`config.mk`:
```
export PLATFORM = sky130hd
export DESIGN_NAME = polyline_unit_step_interpolator
export DESIGN_NICKNAME = d
export VERILOG_FILES = /design/src/pusi_pkg.sv /design/src/pusi_front.sv /design/src/pusi_queue.sv /design/src/pusi_back.sv /design/src/polyline_unit_step_interpolator.sv
export SDC_FILE = /design/constraint.sdc
export NUM_CORES = 2
export LEC_CHECK = 0
export BUFFER_PORTS_ARGS = -buffer_cell sky130_fd_sc_hd__buf_2
export CAP_MARGIN = 15
export CORE_MARGIN = 5
export CORE_UTILIZATION = 40
export CTS_CLUSTER_DIAMETER = 100
export DETAILED_ROUTE_END_ITERATION = 12
export HOLD_SLACK_MARGIN = 0.12
export PLACE_DENSITY = 0.53
export SYNTH_ARGS = -nofsm -noshare
export SYNTH_HDL_FRONTEND = slang
export SYNTH_SLANG_ARGS = --single-unit
```
`constraint.sdc`:
```
create_clock -name aclk -period 9.1 [get_ports aclk]
set_clock_uncertainty 0.15 [all_clocks]
set_input_delay 0.91 -clock aclk [delete_from_list [all_inputs] [get_ports aclk]]
set_output_delay 0.91 -clock aclk [all_outputs]
set_load 0.01 [all_outputs]
```
`src/pusi_pkg.sv`:
```
package pusi_pkg;
    localparam int FRAC_BITS = 16;
    // Unit vector magnitude never exceeds 2^16, so eighteen quotient bits leave headroom.
    localparam int UNIT_BITS = 18;
    localparam int UNIT_CNT_BITS = 5;
    localparam int SQRT_EXTRA = 18;
endpackage

```
`src/pusi_front.sv`:
```
module pusi_front #(
    parameter int COORD_BITS = 16
) (
    input  logic                        aclk,
    input  logic                        aresetn,
    input  logic                        s_valid,
    output logic                        s_ready,
    input  logic signed [COORD_BITS-1:0] s_checkpoint_x,
    input  logic signed [COORD_BITS-1:0] s_checkpoint_y,
    input  logic                        s_start_path,
    output logic                        push_valid,
    input  logic                        push_ready,
    output logic [4*COORD_BITS+1:0]     push_data
);
    import pusi_pkg::*;

    logic signed [COORD_BITS-1:0] prev_x_reg;
    logic signed [COORD_BITS-1:0] prev_y_reg;
    logic                         have_prev_reg;
    logic signed [COORD_BITS:0]   dx;
    logic signed [COORD_BITS:0]   dy;
    logic                         accept;

    assign s_ready = push_ready;
    assign accept  = s_valid && push_ready;
    assign dx = (COORD_BITS+1)'(s_checkpoint_x) - (COORD_BITS+1)'(prev_x_reg);
    assign dy = (COORD_BITS+1)'(s_checkpoint_y) - (COORD_BITS+1)'(prev_y_reg);

    // Only segments go to the back end; a path start just updates the held point.
    assign push_valid = s_valid && !s_start_path && have_prev_reg;
    assign push_data  = {prev_x_reg, prev_y_reg, dx, dy};

    always_ff @(posedge aclk) begin
        if (!aresetn) begin
            prev_x_reg    <= '0;
            prev_y_reg    <= '0;
            have_prev_reg <= 1'b0;
        end else if (accept) begin
            prev_x_reg    <= s_checkpoint_x;
            prev_y_reg    <= s_checkpoint_y;
            have_prev_reg <= 1'b1;
        end
    end
endmodule

```
`src/pusi_queue.sv`:
```
module pusi_queue #(
    parameter int WIDTH = 8
) (
    input  logic             aclk,
    input  logic             aresetn,
    input  logic             wr_valid,
    output logic             wr_ready,
    input  logic [WIDTH-1:0] wr_data,
    output logic             rd_valid,
    input  logic             rd_ready,
    output logic [WIDTH-1:0] rd_data
);
    import pusi_pkg::*;

    logic [WIDTH-1:0] mem_reg [2];
    logic             wr_ptr_reg;
    logic             rd_ptr_reg;
    logic [1:0]       count_reg;
    logic             do_wr;
    logic             do_rd;

    assign wr_ready = (count_reg != 2'd2);
    assign rd_valid = (count_reg != 2'd0);
    assign rd_data  = mem_reg[rd_ptr_reg];
    assign do_wr    = wr_valid && wr_ready;
    assign do_rd    = rd_valid && rd_ready;

    always_ff @(posedge aclk) begin
        if (do_wr) begin
            mem_reg[wr_ptr_reg] <= wr_data;
        end
    end

    always_ff @(posedge aclk) begin
        if (!aresetn) begin
            wr_ptr_reg <= 1'b0;
            rd_ptr_reg <= 1'b0;
            count_reg  <= 2'd0;
        end else begin
            if (do_wr) begin
                wr_ptr_reg <= !wr_ptr_reg;
            end
            if (do_rd) begin
                rd_ptr_reg <= !rd_ptr_reg;
            end
            if (do_wr && !do_rd) begin
                count_reg <= count_reg + 2'd1;
            end else if (do_rd && !do_wr) begin
                count_reg <= count_reg - 2'd1;
            end
        end
    end
endmodule

```
`src/pusi_back.sv`:
```
module pusi_back #(
    parameter int MAX_POINTS = 64,
    parameter int COORD_BITS = 16
) (
    input  logic                         aclk,
    input  logic                         aresetn,
    input  logic                         job_valid,
    output logic                         job_ready,
    input  logic [4*COORD_BITS+1:0]      job_data,
    output logic                         m_valid,
    input  logic                         m_ready,
    output logic signed [COORD_BITS-1:0] m_point_x,
    output logic signed [COORD_BITS-1:0] m_point_y,
    output logic                         m_last_point,
    output logic                         m_truncated
);
    import pusi_pkg::*;

    localparam int C      = COORD_BITS;
    localparam int PAIRS  = C + SQRT_EXTRA;
    localparam int SW     = 2*C + 3;
    localparam int NUMW   = C + 33;
    localparam int DW     = PAIRS + 1;
    localparam int AW     = C + 24;
    localparam int NW     = C + 2;
    localparam int CW     = $clog2(MAX_POINTS + 1);
    localparam int PCW    = $clog2(PAIRS);

    typedef enum logic [2:0] {S_IDLE, S_SQUARE, S_SQRT, S_DIV, S_EMIT} state_t;

    state_t                   state_reg;
    logic signed [C-1:0]      px_reg, py_reg;
    logic signed [C:0]        dx_reg, dy_reg;
    logic [SW-1:0]            s_val;
    logic [2*PAIRS-1:0]       s_sh_reg;
    logic [PAIRS-1:0]         root_reg;
    logic [PAIRS+1:0]         rem_reg;
    logic [PCW-1:0]           pcnt_reg;
    logic [UNIT_CNT_BITS-1:0] dcnt_reg;
    logic [DW-1:0]            remx_reg, remy_reg;
    logic [UNIT_BITS-1:0]     numx_reg, numy_reg;
    logic [UNIT_BITS-1:0]     qx_reg, qy_reg;
    logic signed [AW-1:0]     accx_reg, accy_reg;
    logic signed [AW-1:0]     ux_reg, uy_reg;
    logic [CW-1:0]            cnt_reg, k_reg;
    logic                     trunc_reg;
    logic [C:0]               adx, ady;
    logic [PAIRS+1:0]         rem_try, trial;
    logic [PAIRS-1:0]         lq;
    logic [NW-1:0]            n_val;
    logic                     n_over;
    logic [NUMW-1:0]          nx, ny;
    logic [DW-1:0]            tx, ty;
    logic                     out_free;
    logic [C-1:0]             rx, ry;
    logic [UNIT_BITS:0]       qx_fin, qy_fin;

    function automatic logic [C-1:0] round_sat(input logic signed [AW-1:0] v);
        logic [AW-1:0]    m;
        logic [AW-16:0]   r;
        logic [C-1:0]     res;
        m = v[AW-1] ? AW'(-v) : AW'(v);
        r = (AW-15)'(({1'b0, m} + (AW+1)'(32'h8000)) >> FRAC_BITS);
        if (!v[AW-1]) begin
            if (r > (AW-15)'((1 << (C-1)) - 1)) res = {1'b0, {(C-1){1'b1}}};
            else                                res = r[C-1:0];
        end else begin
            if (r > (AW-15)'(1 << (C-1))) res = {1'b1, {(C-1){1'b0}}};
            else                          res = C'(-r[C-1:0]);
        end
        return res;
    endfunction

    assign adx = dx_reg[C] ? (C+1)'(-dx_reg) : dx_reg;
    assign ady = dy_reg[C] ? (C+1)'(-dy_reg) : dy_reg;
    assign s_val = SW'(adx * adx) + SW'(ady * ady);

    // One root bit per cycle; bit pairs of s * 2^32 come off the top of the shifter.
    assign rem_try = {rem_reg[PAIRS-1:0], s_sh_reg[2*PAIRS-1 -: 2]};
    assign trial   = {root_reg, 2'b01};

    assign lq     = root_reg;
    assign n_val  = NW'((lq - PAIRS'(1)) >> FRAC_BITS);
    assign n_over = n_val > NW'(MAX_POINTS);
    assign nx     = {adx, 32'b0} + NUMW'(lq >> 1);
    assign ny     = {ady, 32'b0} + NUMW'(lq >> 1);

    assign tx = {remx_reg[DW-2:0], numx_reg[UNIT_BITS-1]};
    assign ty = {remy_reg[DW-2:0], numy_reg[UNIT_BITS-1]};
    assign qx_fin = {1'b0, qx_reg[UNIT_BITS-2:0], tx >= DW'(lq)};
    assign qy_fin = {1'b0, qy_reg[UNIT_BITS-2:0], ty >= DW'(lq)};

    assign out_free  = !m_valid || m_ready;
    assign job_ready = (state_reg == S_IDLE);
    assign rx = round_sat(accx_reg);
    assign ry = round_sat(accy_reg);

    always_ff @(posedge aclk) begin
        if (!aresetn) begin
            state_reg <= S_IDLE;
            m_valid   <= 1'b0;
        end else begin
            if (m_valid && m_ready && state_reg != S_EMIT) begin
                m_valid <= 1'b0;
            end
            unique case (state_reg)
                S_IDLE: begin
                    if (job_valid) begin
                        {px_reg, py_reg, dx_reg, dy_reg} <= job_data;
                        state_reg <= S_SQUARE;
                    end
                end
                S_SQUARE: begin
                    s_sh_reg  <= (2*PAIRS)'(s_val) << 32;
                    root_reg  <= '0;
                    rem_reg   <= '0;
                    pcnt_reg  <= PCW'(PAIRS - 1);
                    state_reg <= S_SQRT;
                end
                S_SQRT: begin
                    s_sh_reg <= s_sh_reg << 2;
                    if (rem_try >= trial) begin
                        rem_reg  <= rem_try - trial;
                        root_reg <= {root_reg[PAIRS-2:0], 1'b1};
                    end else begin
                        rem_reg  <= rem_try;
                        root_reg <= {root_reg[PAIRS-2:0], 1'b0};
                    end
                    pcnt_reg <= pcnt_reg - PCW'(1);
                    if (pcnt_reg == '0) begin
                        dcnt_reg  <= UNIT_CNT_BITS'(UNIT_BITS);
                        state_reg <= S_DIV;
                    end
                end
                S_DIV: begin
                    // Root known: drop short segment, else set-up and two unit divisions.
                    if (dcnt_reg == UNIT_CNT_BITS'(UNIT_BITS)) begin
                        if (lq <= PAIRS'(1 << FRAC_BITS)) begin
                            state_reg <= S_IDLE;
                        end else begin
                            trunc_reg <= n_over;
                            cnt_reg   <= n_over ? CW'(MAX_POINTS) : CW'(n_val);
                            remx_reg  <= DW'(nx >> UNIT_BITS);
                            remy_reg  <= DW'(ny >> UNIT_BITS);
                            numx_reg  <= nx[UNIT_BITS-1:0];
                            numy_reg  <= ny[UNIT_BITS-1:0];
                            qx_reg    <= '0;
                            qy_reg    <= '0;
                            dcnt_reg  <= UNIT_CNT_BITS'(UNIT_BITS - 1);
                        end
                    end else begin
                        remx_reg <= (tx >= DW'(lq)) ? tx - DW'(lq) : tx;
                        remy_reg <= (ty >= DW'(lq)) ? ty - DW'(lq) : ty;
                        numx_reg <= numx_reg << 1;
                        numy_reg <= numy_reg << 1;
                        qx_reg   <= qx_fin[UNIT_BITS-1:0];
                        qy_reg   <= qy_fin[UNIT_BITS-1:0];
                        dcnt_reg <= dcnt_reg - UNIT_CNT_BITS'(1);
                        if (dcnt_reg == '0) begin
                            ux_reg    <= dx_reg[C] ? -AW'(qx_fin) : AW'(qx_fin);
                            uy_reg    <= dy_reg[C] ? -AW'(qy_fin) : AW'(qy_fin);
                            accx_reg  <= (AW'(px_reg) <<< FRAC_BITS)
                                         + (dx_reg[C] ? -AW'(qx_fin) : AW'(qx_fin));
                            accy_reg  <= (AW'(py_reg) <<< FRAC_BITS)
                                         + (dy_reg[C] ? -AW'(qy_fin) : AW'(qy_fin));
                            k_reg     <= '0;
                            state_reg <= S_EMIT;
                        end
                    end
                end
                S_EMIT: begin
                    if (out_free) begin
                        m_valid      <= 1'b1;
                        m_point_x    <= rx;
                        m_point_y    <= ry;
                        m_last_point <= (k_reg == cnt_reg - CW'(1));
                        m_truncated  <= (k_reg == cnt_reg - CW'(1)) && trunc_reg;
                        accx_reg     <= accx_reg + ux_reg;
                        accy_reg     <= accy_reg + uy_reg;
                        k_reg        <= k_reg + CW'(1);
                        if (k_reg == cnt_reg - CW'(1)) begin
                            state_reg <= S_IDLE;
                        end
                    end
                end
                default: state_reg <= S_IDLE;
            endcase
        end
    end

    a_trunc_on_last: assert property (@(posedge aclk) disable iff (!aresetn)
        m_valid && m_truncated |-> m_last_point)
        else $error("truncated flag without last point");
    a_count_bound: assert property (@(posedge aclk) disable iff (!aresetn)
        state_reg == S_EMIT |-> k_reg < cnt_reg)
        else $error("point index ran past segment count");
    a_no_job_while_busy: assert property (@(posedge aclk) disable iff (!aresetn)
        state_reg != S_IDLE |-> !job_ready)
        else $error("job taken while a segment is in progress");
endmodule

```
`src/polyline_unit_step_interpolator.sv`:
```
// Path: each segment passes the queue, job capture, squaring, root, divide and
// output register before its first point is presented; the back end takes a new segment
// only when idle, emits up to MAX_POINTS points per segment and none for a segment too
// short to emit; checkpoints are taken while the two-entry queue has room.
// Reset: synchronous, active low; clears the held checkpoint, queue and sequencer.
module polyline_unit_step_interpolator #(
    parameter int MAX_POINTS = 64,
    parameter int COORD_BITS = 16
) (
    input  logic                         aclk,
    input  logic                         aresetn,
    input  logic                         s_valid,
    output logic                         s_ready,
    input  logic signed [COORD_BITS-1:0] s_checkpoint_x,
    input  logic signed [COORD_BITS-1:0] s_checkpoint_y,
    input  logic                         s_start_path,
    output logic                         m_valid,
    input  logic                         m_ready,
    output logic signed [COORD_BITS-1:0] m_point_x,
    output logic signed [COORD_BITS-1:0] m_point_y,
    output logic                         m_last_point,
    output logic                         m_truncated
);
    import pusi_pkg::*;

    localparam int JW = 4*COORD_BITS + 2;

    logic          push_valid, push_ready;
    logic [JW-1:0] push_data;
    logic          job_valid, job_ready;
    logic [JW-1:0] job_data;

    pusi_front #(.COORD_BITS(COORD_BITS)) u_front (
        .aclk(aclk), .aresetn(aresetn),
        .s_valid(s_valid), .s_ready(s_ready),
        .s_checkpoint_x(s_checkpoint_x), .s_checkpoint_y(s_checkpoint_y),
        .s_start_path(s_start_path),
        .push_valid(push_valid), .push_ready(push_ready), .push_data(push_data)
    );

    pusi_queue #(.WIDTH(JW)) u_queue (
        .aclk(aclk), .aresetn(aresetn),
        .wr_valid(push_valid), .wr_ready(push_ready), .wr_data(push_data),
        .rd_valid(job_valid), .rd_ready(job_ready), .rd_data(job_data)
    );

    pusi_back #(.MAX_POINTS(MAX_POINTS), .COORD_BITS(COORD_BITS)) u_back (
        .aclk(aclk), .aresetn(aresetn),
        .job_valid(job_valid), .job_ready(job_ready), .job_data(job_data),
        .m_valid(m_valid), .m_ready(m_ready),
        .m_point_x(m_point_x), .m_point_y(m_point_y),
        .m_last_point(m_last_point), .m_truncated(m_truncated)
    );
endmodule
```
==> results.md <==
* Max reg flops at 132
* CP Data Required Time at 9.52 ns
* Area contributors post-synth: edfxtp_1 32%, fa_1 16%, ha_1 9.9%
* # H-tree levels at 3
* Startpoint Class: flip-flop
* Hold Path Sink: u_front.prev_x_reg[13]
* R2r setup slk at 0.04 ns
* CTS tree: built
* Vias at about 45,000
* Post-synth top area share at about a third
* Setup crit end kind: flip-flop
* Maxcap violations at 0
* Final WS setup at roughly 0.042 ns
* Total Wirelength at roughly 160 mm
* Yosys top cell by area: edfxtp_1
* Synthesized area at 59,700 um^2
* First-pass GRT wire length at between 200 and 300 mm
* Tmin final at 9.06 ns
* Primary FF master, synth: edfxtp_1
* Met2 Track Usage GR at roughly 34%
* Avg Cell Area, Syn at approximately 9.7 um^2
* GRT overflow at 0
* Reg2reg end: u_back.s_sh_reg[65]
* PortBufs at 72
* Slew margin rel. at 25.5%
* HP Start: s_checkpoint_x[13]
* Most Crowded Layer GR: met2
* Count leader, synth: inv_1
* Slowest CP cell: fa_1
* Drt first pass iters at 8
* Post-synth cell types at 94
* Grt met3 use at ~2.9%
* Final slew viol count at 0
* Final nets at between 7,000 and 8,000
* Placement Rows at 141
* Pin count of the biggest net entering global routing at between 70 and 80
* Layout cells sized above 1 at 12.2%
* Final period utilization at 99.5%
* Die area at around 160,000 um^2
* Layout area overhead at 13.6%
* Starting density of the core at about 40%
* Placed cell count at between 8,000 and 9,000
* Gp weighted congestion at 0.890
* Commonest cells post-synth: 841 x inv_1, 630 x edfxtp_1, 607 x nor2_1
* Die Width at slightly below 400 um
* Hold Path Depth at 3
* Final setup vio count at 0
* Slowest Stage Delay on Critical Path at roughly 0.55 ns
* Critical path arrival at 9.48 ns
* Vias in the first global route at 45,300
* Fin. Hold Viols at 0
* R2r startpoint: u_back.dx_reg[0]
* Sequential area share after synthesis at about a third
* Antenna violations before repair at 9
* Cell count after synthesis at between 6,000 and 7,000
* Drt drc at 0
* Final Non-Filler Cells at 8,484
* Via/cell ratio at 5.27
* Worst min path class: in -> reg
* Post-route ant nets at 0
* Iter 0 DRT Violations at slightly below 3,000
* Finished Core Util at a little under half
* Synth warnings at 0
* Critical path class: reg -> reg
* Async SR Flop Fraction at 0%
* Clk sinks at between 600 and 700
* Wire length per cell at approximately 19 um
* Total CTS buffers at 82
* Core area at 148,000 um^2
* Maximum clock path buffer count at 3
* EDFF count, synth at 630
* Global Route met1 Usage at 27.2%
* Post-place setup slack at -0.641 ns
* F_max at ~110 MHz
* CTS root buf: clkbuf_16
* Hold Buf Count CTS at 0
* Outcome: completed
* Reg2Reg Depth at 33
* CP Max Fanout at 3
* GRT Total Usage at about a fifth
* Clock latency on the worst-skew pair at approximately 0.70 ns
* DP HPWL at approximately 120 mm
* IO Pins at 73
* CP dominant cell by count: fa_1
* Worst slew pin tran at about 1.1 ns
* Clock transition at path regs at around 0.060 ns
* RSZ-0062 raised after global routing: true
* Die Ht at slightly below 400 um
* Yosys reg bits at 671
layout by cell type (no fill, tap or decap), types with 60 or more instances in the layout:
cell type / count
ha_1: 460
edfxtp_1: 630
nand2b_1: 60
inv_1: 815
and2_1: 68
o21ai_0: 218
xor2_1: 137
xnor2_1: 272
clkbuf_16: 84
nand2_1: 483
nor2_1: 586
a21o_1: 111
a21oi_1: 365
mux2_2: 77
buf_2: 73
fa_1: 455
nand3_1: 108
buf_4: 316
nor3_1: 100
metrics by stage:
stage	cell area, um^2	hold WS [ns]	TNS, ns
2_1_floorplan	59900	0.291	0
3_3_place_gp	64400	0.296	-2.43
3_5_place_dp	64400	0.311	-3.09
4_1_cts	67500	0.246	0
5_1_grt	67800	0.285	-1.27
6_report	67800	0.325	0
critical path, delay by kind of cell (launching register included):
kind	cells	cell delay [ns]
AOI/OAI and AO/OA	6	1.37
xor gates and xnor gates	1	0.20
DFF	1	0.40
and+or+nand+nor	9	1.76
adders and majority gates	10	4.49
buffers and inverters	7	0.55
layer usage:
| metal | share of wire (%) | wire [um] | vias to the layer above |
|---|---|---|---|
| met3 | 4.6 | 7340 | 188 |
| met1 | 45 | 72000 | 21800 |
| met2 | 48 | 76500 | 840 |
| met4 | 2.6 | 4210 | 0 |
| li1 | - | - | 21800 |
| met5 | 0 | 0 | - |
how the worst max path moves through the flow:
stage                                 from                   to  slack (ns)  depth (start not counted)
after floorplan           u_back.dx_reg[0]  u_back.s_sh_reg[65]        0.02                         33
after global placement    u_back.dx_reg[0]  u_back.s_sh_reg[65]       -0.58                         32
after detailed placement  u_back.dx_reg[1]  u_back.s_sh_reg[65]       -0.64                         32
final                     u_back.dx_reg[0]  u_back.s_sh_reg[65]        0.04                         33
after CTS                 u_back.dx_reg[0]  u_back.s_sh_reg[66]        0.02                         35
after global routing      u_back.dx_reg[0]  u_back.s_sh_reg[65]       -0.31                         32
cells by family (layout without fill, tap and decap cells):
group	after synthesis	count (layout)	synth area share, %
compound gates	1233	1233	13.2
other cells	2	29	0.0126
mux	101	101	1.86
simple gates	1756	1756	13.6
xor+xnor	420	420	6.16
flops	671	671	33.1
buf+inv	1049	1409	6.64
fa+ha+maj	935	935	25.4
final cells by class:
class                      count  area, um^2
antenna                        5        12.5
inverter                     854        3210
timing repair buffer         404        2970
clock buffer                 102        2230
clock inverter                49         478
multi-input combinational   4469       36800
fill                       14100       80200
tap                         1930        2410
sequential                   671       19700
what timing repair did:
action,in CTS,in global routing
buffers inserted,13,9
resized for setup,92,58
setup endpoints to repair,11,13
pin swaps,99,55
Power is left out: the tool's default activity adds up to more than one toggle a clock period on the data nets, which glitch-free logic cannot reach.
